==> src/design/wbss_pkg.sv <==
`default_nettype none

package wbss_pkg;

    localparam int PATTERN_MAX = 24;
    localparam int INDEX_BITS  = 32;
    localparam int BYTE_W      = 8;
    localparam int WIN_W       = PATTERN_MAX * BYTE_W;
    localparam int LEN_W       = 5;
    localparam int POS_W       = 32;
    localparam int DELTA_W     = LEN_W + 2;
    localparam int CFG_IDX_W   = 4;
    localparam int CFG_DATA_W  = 64;
    localparam int PAT_ALL_W   = 3 * CFG_DATA_W;
    localparam int WILD_W      = 24;

    localparam logic [CFG_IDX_W-1:0] REG_PAT_FIRST  = 4'd0;
    localparam logic [CFG_IDX_W-1:0] REG_PAT_SECOND = 4'd1;
    localparam logic [CFG_IDX_W-1:0] REG_PAT_THIRD  = 4'd2;
    localparam logic [CFG_IDX_W-1:0] REG_WILD_MASK  = 4'd3;
    localparam logic [CFG_IDX_W-1:0] REG_PAT_LEN    = 4'd4;
    localparam logic [CFG_IDX_W-1:0] REG_MARK_OFF   = 4'd5;
    localparam logic [CFG_IDX_W-1:0] REG_SEARCH_END = 4'd6;
    localparam logic [CFG_IDX_W-1:0] REG_SUPPRESS   = 4'd7;

    typedef struct packed {
        logic [BYTE_W-1:0] data_byte;
        logic              last_byte;
    } t_in_beat;

    typedef struct packed {
        logic             found;
        logic [POS_W-1:0] match_position;
        logic             not_found_error;
    } t_out_beat;

    typedef struct packed {
        logic [WIN_W-1:0]       pattern;
        logic [PATTERN_MAX-1:0] care;
        logic [LEN_W-1:0]       length;
        logic                   len_ok;
        logic [DELTA_W-1:0]     delta;
        logic                   search_last;
        logic                   suppress_error;
    } t_cmp_cfg;

endpackage

`default_nettype wire

==> src/design/wbss_cfg.sv <==
`default_nettype none

module wbss_cfg (
    input  wire logic                                 i_clk,
    input  wire logic                                 i_rst_n,
    input  wire logic                                 i_cfg_valid,
    output logic                                      o_cfg_ready,
    input  wire logic [wbss_pkg::CFG_IDX_W-1:0]       i_cfg_index,
    input  wire logic [wbss_pkg::CFG_DATA_W-1:0]      i_cfg_data,
    output wbss_pkg::t_cmp_cfg                        o_cmp
);

    logic [wbss_pkg::CFG_DATA_W-1:0] r_pat_first;
    logic [wbss_pkg::CFG_DATA_W-1:0] r_pat_second;
    logic [wbss_pkg::CFG_DATA_W-1:0] r_pat_third;
    logic [wbss_pkg::WILD_W-1:0]     r_wild;
    logic [wbss_pkg::LEN_W-1:0]      r_len;
    logic [wbss_pkg::LEN_W-1:0]      r_off;
    logic                            r_search_last;
    logic                            r_suppress;

    wbss_pkg::t_cmp_cfg r_cmp;
    wbss_pkg::t_cmp_cfg n_cmp;

    logic [wbss_pkg::PAT_ALL_W-1:0]   w_pat_all;
    logic [wbss_pkg::LEN_W:0]         w_shift;
    logic [wbss_pkg::PATTERN_MAX-1:0] w_len_mask;
    logic [wbss_pkg::PATTERN_MAX-1:0] w_care_raw;

    assign o_cfg_ready = 1'b1;

    always_ff @(posedge i_clk) begin
        if (!i_rst_n) begin
            r_pat_first   <= '0;
            r_pat_second  <= '0;
            r_pat_third   <= '0;
            r_wild        <= '0;
            r_len         <= '0;
            r_off         <= '0;
            r_search_last <= 1'b0;
            r_suppress    <= 1'b0;
        end else if (i_cfg_valid) begin
            case (i_cfg_index)
                wbss_pkg::REG_PAT_FIRST:  r_pat_first   <= i_cfg_data;
                wbss_pkg::REG_PAT_SECOND: r_pat_second  <= i_cfg_data;
                wbss_pkg::REG_PAT_THIRD:  r_pat_third   <= i_cfg_data;
                wbss_pkg::REG_WILD_MASK:  r_wild        <= i_cfg_data[wbss_pkg::WILD_W-1:0];
                wbss_pkg::REG_PAT_LEN:    r_len         <= i_cfg_data[wbss_pkg::LEN_W-1:0];
                wbss_pkg::REG_MARK_OFF:   r_off         <= i_cfg_data[wbss_pkg::LEN_W-1:0];
                wbss_pkg::REG_SEARCH_END: r_search_last <= i_cfg_data[0];
                wbss_pkg::REG_SUPPRESS:   r_suppress    <= i_cfg_data[0];
                default: begin
                end
            endcase
        end
    end

    // The signature is aligned once to the newest end of the window, so the
    // scan compares byte for byte at fixed places.
    always_comb begin
        w_pat_all = {r_pat_third, r_pat_second, r_pat_first};
        w_shift   = (wbss_pkg::LEN_W + 1)'(wbss_pkg::PATTERN_MAX) - {1'b0, r_len};
        for (int j = 0; j < wbss_pkg::PATTERN_MAX; j++) begin
            w_len_mask[j] = (wbss_pkg::LEN_W)'(j) < r_len;
        end
        w_care_raw = w_len_mask & ~r_wild[wbss_pkg::PATTERN_MAX-1:0];

        n_cmp.pattern        = w_pat_all[wbss_pkg::WIN_W-1:0] << {w_shift, 3'b000};
        n_cmp.care           = w_care_raw << w_shift;
        n_cmp.length         = r_len;
        n_cmp.len_ok         = (r_len != '0) &&
                               ({1'b0, r_len} <= (wbss_pkg::LEN_W + 1)'(wbss_pkg::PATTERN_MAX));
        n_cmp.delta          = (wbss_pkg::DELTA_W)'(r_off) + (wbss_pkg::DELTA_W)'(1)
                               - (wbss_pkg::DELTA_W)'(r_len);
        n_cmp.search_last    = r_search_last;
        n_cmp.suppress_error = r_suppress;
    end

    always_ff @(posedge i_clk) begin
        r_cmp <= n_cmp;
    end

    assign o_cmp = r_cmp;

endmodule

`default_nettype wire

==> src/design/wbss_scan.sv <==
`default_nettype none

module wbss_scan (
    input  wire logic                i_clk,
    input  wire logic                i_rst_n,
    input  wire logic                i_in_valid,
    output logic                     o_in_stall,
    input  wire wbss_pkg::t_in_beat  i_in,
    output logic                     o_out_valid,
    input  wire logic                i_out_stall,
    output wbss_pkg::t_out_beat      o_out,
    input  wire wbss_pkg::t_cmp_cfg  i_cmp
);

    logic                r_in_valid;
    wbss_pkg::t_in_beat  r_in;

    logic [wbss_pkg::WIN_W-1:0]      r_window;
    logic [wbss_pkg::LEN_W-1:0]      r_fill;
    logic [wbss_pkg::INDEX_BITS-1:0] r_count;
    logic                            r_have;
    logic [wbss_pkg::INDEX_BITS-1:0] r_best;

    logic                r_out_valid;
    wbss_pkg::t_out_beat r_out;

    logic                             w_new_result;
    logic                             w_advance;
    logic [wbss_pkg::WIN_W-1:0]       w_win;
    logic [wbss_pkg::LEN_W-1:0]       w_fill;
    logic [wbss_pkg::PATTERN_MAX-1:0] w_byte_ok;
    logic                             w_match;
    logic [wbss_pkg::INDEX_BITS-1:0]  w_pos;
    logic                             w_have;
    logic [wbss_pkg::INDEX_BITS-1:0]  w_best;

    // Only a last byte needs the result register, so a waiting result holds the
    // input back only when such a byte is about to overwrite it.
    assign w_new_result = r_in_valid && r_in.last_byte;
    assign w_advance    = !(w_new_result && r_out_valid && i_out_stall);
    assign o_in_stall   = !w_advance;

    always_comb begin
        w_win  = {r_in.data_byte, r_window[wbss_pkg::WIN_W-1:wbss_pkg::BYTE_W]};
        w_fill = (r_fill == (wbss_pkg::LEN_W)'(wbss_pkg::PATTERN_MAX)) ?
                 r_fill : r_fill + (wbss_pkg::LEN_W)'(1);
        for (int j = 0; j < wbss_pkg::PATTERN_MAX; j++) begin
            w_byte_ok[j] = !i_cmp.care[j] ||
                (w_win[j*wbss_pkg::BYTE_W +: wbss_pkg::BYTE_W] ==
                 i_cmp.pattern[j*wbss_pkg::BYTE_W +: wbss_pkg::BYTE_W]);
        end
        w_match = i_cmp.len_ok && (w_fill >= i_cmp.length) && (&w_byte_ok);
        // Start of the match plus the marked offset, taken from the old count.
        w_pos   = r_count + {{(wbss_pkg::INDEX_BITS - wbss_pkg::DELTA_W)
                              {i_cmp.delta[wbss_pkg::DELTA_W-1]}}, i_cmp.delta};
        w_have  = r_have || w_match;
        w_best  = (w_match && (i_cmp.search_last || !r_have)) ? w_pos : r_best;
    end

    always_ff @(posedge i_clk) begin
        if (!i_rst_n) begin
            r_in_valid  <= 1'b0;
            r_fill      <= '0;
            r_count     <= '0;
            r_have      <= 1'b0;
            r_out_valid <= 1'b0;
        end else begin
            if (w_advance) begin
                r_in_valid <= i_in_valid;
                if (r_in_valid) begin
                    if (r_in.last_byte) begin
                        r_fill  <= '0;
                        r_count <= '0;
                        r_have  <= 1'b0;
                    end else begin
                        r_fill  <= w_fill;
                        r_count <= r_count + (wbss_pkg::INDEX_BITS)'(1);
                        r_have  <= w_have;
                    end
                end
            end
            if (w_advance && w_new_result) begin
                r_out_valid <= 1'b1;
            end else if (!i_out_stall) begin
                r_out_valid <= 1'b0;
            end
        end
    end

    always_ff @(posedge i_clk) begin
        if (w_advance) begin
            r_in <= i_in;
            if (r_in_valid) begin
                r_window <= w_win;
                r_best   <= w_best;
            end
            if (w_new_result) begin
                r_out.found           <= w_have;
                r_out.match_position  <= w_have ? (wbss_pkg::POS_W)'(w_best) : '0;
                r_out.not_found_error <= !w_have && !i_cmp.suppress_error;
            end
        end
    end

    assign o_out_valid = r_out_valid;
    assign o_out       = r_out;

endmodule

`default_nettype wire

==> src/design/wildcard_byte_signature_scan_top.sv <==
`default_nettype none

// Channel   Direction  Handshake                  Beat
// input     in         i_in_valid / o_in_stall     one region byte, last-byte flag
// output    out        o_out_valid / i_out_stall   found, match position, error flag
// config    in         i_cfg_valid / o_cfg_ready   register index and 64-bit data
//
// One byte is accepted in every cycle in which the input is not stalled; a result is
// registered in the result register after its last byte has passed the input register.
// The window compare and the match update sit between the input and result registers.
// Reset is synchronous and clears the scan state and the configuration registers to zero.
// A held result stalls the input only while a further last byte waits for the result
// register; no beat is lost or repeated.

module wildcard_byte_signature_scan_top (
    input  wire logic                             i_clk,
    input  wire logic                             i_rst_n,
    input  wire logic                             i_in_valid,
    output logic                                  o_in_stall,
    input  wire wbss_pkg::t_in_beat               i_in,
    output logic                                  o_out_valid,
    input  wire logic                             i_out_stall,
    output wbss_pkg::t_out_beat                   o_out,
    input  wire logic                             i_cfg_valid,
    output logic                                  o_cfg_ready,
    input  wire logic [wbss_pkg::CFG_IDX_W-1:0]   i_cfg_index,
    input  wire logic [wbss_pkg::CFG_DATA_W-1:0]  i_cfg_data
);

    wbss_pkg::t_cmp_cfg w_cmp;

    wbss_cfg u_cfg (
        .i_clk       (i_clk),
        .i_rst_n     (i_rst_n),
        .i_cfg_valid (i_cfg_valid),
        .o_cfg_ready (o_cfg_ready),
        .i_cfg_index (i_cfg_index),
        .i_cfg_data  (i_cfg_data),
        .o_cmp       (w_cmp)
    );

    wbss_scan u_scan (
        .i_clk       (i_clk),
        .i_rst_n     (i_rst_n),
        .i_in_valid  (i_in_valid),
        .o_in_stall  (o_in_stall),
        .i_in        (i_in),
        .o_out_valid (o_out_valid),
        .i_out_stall (i_out_stall),
        .o_out       (o_out),
        .i_cmp       (w_cmp)
    );

endmodule

`default_nettype wire

==> config.mk <==
export PLATFORM = sky130hd
export DESIGN_NAME = wildcard_byte_signature_scan_top
export DESIGN_NICKNAME = d
export VERILOG_FILES = /design/src/design/wbss_pkg.sv /design/src/design/wbss_cfg.sv /design/src/design/wbss_scan.sv /design/src/design/wildcard_byte_signature_scan_top.sv
export SDC_FILE = /design/constraint.sdc
export NUM_CORES = 2
export LEC_CHECK = 0
export BUFFER_PORTS_ARGS = -buffer_cell sky130_fd_sc_hd__clkbuf_2
export CORE_ASPECT_RATIO = 1.1
export CORE_MARGIN = 2
export CORE_UTILIZATION = 40
export DETAILED_ROUTE_END_ITERATION = 12
export HOLD_SLACK_MARGIN = 0.02
export PLACE_DENSITY = 0.64
export SLEW_MARGIN = 20
export SYNTH_ARGS = -nofsm -noshare
export SYNTH_HDL_FRONTEND = slang
export SYNTH_SLANG_ARGS = --single-unit
export TNS_END_PERCENT = 100
==> constraint.sdc <==
create_clock -name i_clk -period 10.3 [get_ports i_clk]
set_clock_uncertainty 0.15 [all_clocks]
set_input_delay 1.545 -clock i_clk [delete_from_list [all_inputs] [get_ports i_clk]]
set_output_delay 1.545 -clock i_clk [all_outputs]
set_load 0.03 [all_outputs]
* After elaboration in Yosys (flattened, before gate mapping)
Cells that the tools add are included.
** Cells by class
- Add/subtract/negate cells :: 6
- Magnitude comparators :: 26
- Equal/unequal tests :: 33
- Shifts and indexed selects :: 2
- Multiplexer cells :: 7
- Bitwise gates (word level) :: 3
- Reduce and logical (&&, ||, !) cells :: 76
** Operators by type and width (count)
- $eq A8 B8 Y1 :: 24
- $shl A192 B9 Y192 :: 1
- $mux W32 :: 2
- $lt A4 B5 Y1 const A :: 8
- $lt A5 B5 Y1 const A :: 8
- $add A32 B1 Y32 const B :: 1
- $add A32 B32 Y32 :: 1
- $logic_not A1 Y1 :: 28
- $logic_or A1 B1 Y1 :: 26
- $and A24 B24 Y24 :: 1
- $not A24 Y24 :: 1
- $reduce_and A24 Y1 :: 1
- $shl A24 B6 Y24 :: 1
- $lt A3 B5 Y1 const A :: 4
- $reduce_and A2 Y1 :: 10
- $eq A4 B3 Y1 const B :: 4
- $lt A1 B5 Y1 const A :: 2
- $lt A2 B5 Y1 const A :: 2
- $mux W5 :: 2
- $logic_and A1 B1 Y1 :: 9
- $eq A4 B2 Y1 const B :: 2
- $sub A7 B5 Y7 :: 1
- $add A5 B1 Y6 const B :: 1
- $sub A5 B5 Y6 const A :: 1
- other kinds (10) :: 12
** Storage, ports and cells
- Flip-flop bits (word level) :: 766
- Input port bits :: 82
- Output and inout port bits :: 37
- Word-level logic and storage cells :: 180

* Logic depth before layout (Yosys ltp)
- Depth after elaboration :: 8
- Gate-level depth with buffers :: 16
- Mapped depth without buffers :: 14

* Hierarchy
A second synthesis with hierarchy kept.
** Second synthesis, totals
- Cells, all modules :: 3789
- Area, all modules :: 38818.5 um^2
** By module, submodules not included
- wbss_cfg :: times used 1, cells an instance 2701, area each 24656.1 um^2, sequential area each 9188.8 um^2
- wbss_scan :: times used 1, cells an instance 1088, area each 14162.3 um^2, sequential area each 8578.2 um^2

* Worst setup path before layout
No wires, ideal clock.
- Path type :: in2reg
- From :: input i_out_stall
- To :: register u_scan.r_count[2] (netlist name)
- Setup time :: 0.065 ns
- Data arrival time :: 6.984 ns
- Path slack :: 3.101 ns
- Stages :: 6
- Cell sequence :: nand4_1 -> nand2_1 -> inv_1 -> nand2_1 -> xor2_1 -> nor2_1
** On the way
- Word-level cells in the longest chain between the ends :: 3
** Ends and longest elaborated chain
- from (decl) :: RTL line wildcard_byte_signature_scan_top.sv:22 : input wire logic i_out_stall,
- $logic_and A1 B1 Y1 :: RTL line wbss_scan.sv:40 : assign w_advance = !(w_new_result && r_out_valid && i_out_stall);
- $not A1 Y1 (no source line)
- $reduce_and A2 Y1 (no source line)
- to (signal assigned) :: RTL line wbss_scan.sv:77 : r_count <= r_count + (wbss_pkg::INDEX_BITS)'(1);
- to (decl) :: RTL line wbss_scan.sv:20 : logic [wbss_pkg::INDEX_BITS-1:0] r_count;
No other way between the ends.
A chain may end at the register's enable or synchronous reset.

* Final worst setup path
- From :: register u_cfg.r_len[0] (netlist name)
- To :: register u_cfg.r_cmp (netlist bit u_cfg.o_cmp[58])
** On the way
- Word-level cells in the longest chain between the ends :: 2
** Ends and longest elaborated chain
- from (decl) :: RTL line wbss_cfg.sv:17 : logic [wbss_pkg::LEN_W-1:0] r_len;
- from (signal assigned) :: RTL line wbss_cfg.sv:48 : wbss_pkg::REG_PAT_LEN: r_len <= i_cfg_data[wbss_pkg::LEN_W-1:0];
- $sub A5 B5 Y6 :: RTL line wbss_cfg.sv:62 : w_shift = (wbss_pkg::LEN_W + 1)'(wbss_pkg::PATTERN_MAX) - {1'b0, r_len};
- $shl A192 B9 Y192 :: RTL line wbss_cfg.sv:68 : n_cmp.pattern = w_pat_all[wbss_pkg::WIN_W-1:0] << {w_shift, 3'b000};
- to (signal assigned) :: RTL line wbss_cfg.sv:80 : r_cmp <= n_cmp;
- to (decl) :: RTL line wbss_cfg.sv:22 : wbss_pkg::t_cmp_cfg r_cmp;
No other way between the ends.

==> summary.md <==
| Metric | Value |
|---|---|
| Status | `finished, final reports clean` |
| CTS tree | `done` |
| WL met3 | `8670 um` |
| CP arrival | `5.87 ns` |
| Post-layout minimum cycle time | `5.54 ns` |
| CTS buffer count | `81` |
| Dpl hpwl | `83,400 um` |
| Die area | `95,500 um^2` |
| Initial Util | `40.3%` |
| Post-synth top area share | `26.8%` |
| Synth warn | `0` |
| Placeable Area | `92,400 um^2` |
| H-tree Lvls | `3` |
| Final setup fails | `0` |
| Die Y | `324 um` |
| Gr usage total | `24.2%` |
| Largest net degree at the start of global routing | `194` |
| Routed Antenna Nets | `0` |
| Req. time, crit path | `10.63 ns` |
| Synth cell types | `88` |
| Hold buffer count at CTS | `0` |
| # nets final | `4,013` |
| Slew Limit Fails | `0` |
| WL/cell | `22.5 um` |
| Fill cells | `8,877` |
| Largest area contributor in the netlist | `dfxtp_1` |
| Layout overhead on the synthesized area | `11.1%` |
| Gpl congestion | `0.940` |
| Pwr Total | `6.58 mW` |
| Final worst slack | `4.76 ns` |
| Maximum capacitance violations | `0` |
| Crit Path Category | `register to register` |
| DP Worst Slack | `4.87 ns` |
| CP Launch Type | `register` |
| Largest cells by area after synthesis | `dfxtp_1 (27%), edfxtp_1 (21%), nand2_1 (7.6%)` |
| Port Buf Inserts | `117` |
| Worst-path cell with the longest stage delay | `nand2_1` |
| Number of global-route vias before repair | `26,900` |
| Worst-path cell chain | `clkinv_2 > ha_4 > nand2b_1 > nand2_1 > xnor2_1 > buf_4 > inv_1 > or2_4 > nor2_1 > nand2_1 > nor2_1` |
| Most used DFF post-synth | `dfxtp_1` |
| Final wirelength | `117,000 um` |
| Final hold viol count | `0` |
| Pwr Density | `159 nW/um^2` |
| Syn avg cell area | `9.50 um^2` |
| Global route overflow | `0` |
| Leakage | `13.8 nW` |
| Initial antenna violation count | `5` |
| Met1 Routed Length | `50,500 um` |
| Layout cells sized above 1 | `11.0%` |
| Register area | `17,800 um^2` |
| Critical path endpoint category | `register` |
| Top sig layer | `met4` |
| Row Count | `117` |
| DR WL met2 | `50,500 um` |
| Async S/R FF share, synth | `0%` |
| Max incr delay on CP | `0.86 ns` |
| Routed vias | `29,100` |
| Resized cells post-CTS | `0` |
| Post-synth top cells | `nand2_1 (749), dfxtp_1 (499), nor2_1 (290), edfxtp_1 (259), a21oi_1 (229)` |
| Yosys reg bits | `758` |
| Drc violations | `0` |
| Setup_tns | `0 ns` |
| Root Driver | `clkbuf_16` |
| Clock buffer depth | `3` |
| Max VDD drop | `0.137 mV` |
| Worst Max-Slew Pin Slew | `1.13 ns` |
| Routed vias/inst | `5.59` |
| Drt first-iter violations | `3,073` |
| Clk_lat worst skew | `0.64 ns` |
| Number of synthesized flops with an enable pin | `259` |
| Synthesized net count | `4,048` |
| Slew HR | `24.3%` |
| Post-Syn Instances | `3,918` |
| # Post-CTS Setup Buffers | `0` |
| Final Cycle Share | `53.8%` |
| Die Span X | `295 um` |
| Inserted Diodes | `0` |
| Unrepaired setup endpoints after global routing | `false` |
| Ports | `119` |
| Multi-input gate area | `18,300 um^2` |
| Seq/Total Area, Yosys | `47.7%` |
| CTS Sinks | `758` |
| Clock Pin Slew Worst Setup and Hold Paths | `0.06 ns` |
| TritonRoute pass-1 iters | `6` |
| CP max FO | `54` |
| Fmax | `180 MHz` |
| Final Core Density | `44.8%` |
| Count leader, synth | `nand2_1` |
| First-pass GRT wire length | `174,000 um` |
| Cell Area, Synth | `37,200 um^2` |
| Hold crit path type | `register to register` |
==> cell families after synthesis <==
logic type      Yosys count  share of synthesized area (%)
compound gates          876                           15.5
other cells               1                         0.0101
xor+xnor                254                           6.00
flops                   758                           47.7
buf+inv                 308                           3.46
mux                     229                           8.69
simple gates           1444                           17.0
fa+ha+maj                48                           1.65
==> flip-flops by register name (all words and copies together), names as in the netlist <==
register and flops:
u_scan.o_out 34, u_cfg.r_pat_third 64, u_scan.r_count 32, u_scan.r_window 184
u_scan.r_in 9, u_cfg.r_pat_first 64, u_scan.r_have 1, u_scan.r_fill 5
u_cfg.r_pat_second 64, u_cfg.r_off 5, u_cfg.o_cmp 231, u_cfg.r_len 5
u_scan.r_in_valid 1, u_scan.o_out_valid 1, u_scan.r_best 32, u_cfg.r_search_last 1
u_cfg.r_wild 24, u_cfg.r_suppress 1
==> power by group <==
| part | switching (mW) | internal [mW] | leakage [nW] | total (mW) |
|---|---|---|---|---|
| Combinational | 0.275 | 0.137 | 5.99 | 0.412 |
| Clock | 1.23 | 1.73 | 1.32 | 2.96 |
| Sequential | 0.0495 | 3.16 | 6.47 | 3.21 |
==> path summary, 6_finish.rpt <==
kind	from	endpoint	slack [ns]	depth (start not counted)
worst min-delay path	u_cfg.r_suppress	u_cfg.o_cmp[0]	0.25	0
worst max register to register	u_cfg.r_len[0]	u_cfg.o_cmp[58]	4.76	11
worst max-delay path	u_cfg.r_len[0]	u_cfg.o_cmp[58]	4.76	11
worst min register to register	u_cfg.r_suppress	u_cfg.o_cmp[0]	0.25	0
==> layout by cell type, fill, tap and decap left out, drive strengths merged, types with 46 or more instances in the layout <==
master,count
xnor2,223
dfxtp,499
nand4,64
edfxtp,259
nand2,750
mux2,55
nor3,72
a21oi,233
a211oi,100
o21ai,119
clkbuf,233
mux4,67
nor2b,56
o22ai,55
a21boi,241
ha,46
mux2i,107
nor2,291
nand3,80
==> per-layer routing <==
layer	global-route usage, %	up-vias
met5	0	-
met4	14.2	0
met3	3.41	228
met2	36.1	1314
met1	33.4	13700
li1	-	13800
==> critical path: cells and delay by family (launching register included) <==
family / cells / cell delay, ns
buffers and inverters: 3 / 1.05
xor gates and xnor gates: 1 / 0.17
adders and majority gates: 1 / 0.41
DFF: 1 / 0.75
and+or+nand+nor: 6 / 2.82
==> area by class of cell <==
class	count	area share, %
clock buffer	117	5.85
inverter	38	0.366
timing repair buffer	152	2.16
tap	1249	3.78
sequential	758	43.0
multi-input combinational	2852	44.2
clock inverter	30	0.681
==> metrics by stage <==
stage,hold slack (ns),instances,area (um^2)
after CTS,0.240,5196,41300
after global routing,0.248,5196,41300
final,0.250,5196,41300
after floorplan,0.176,3918,37200
after global placement,0.231,5049,38600
after detailed placement,0.239,5049,38600
(Power assumes the default switching activity.)
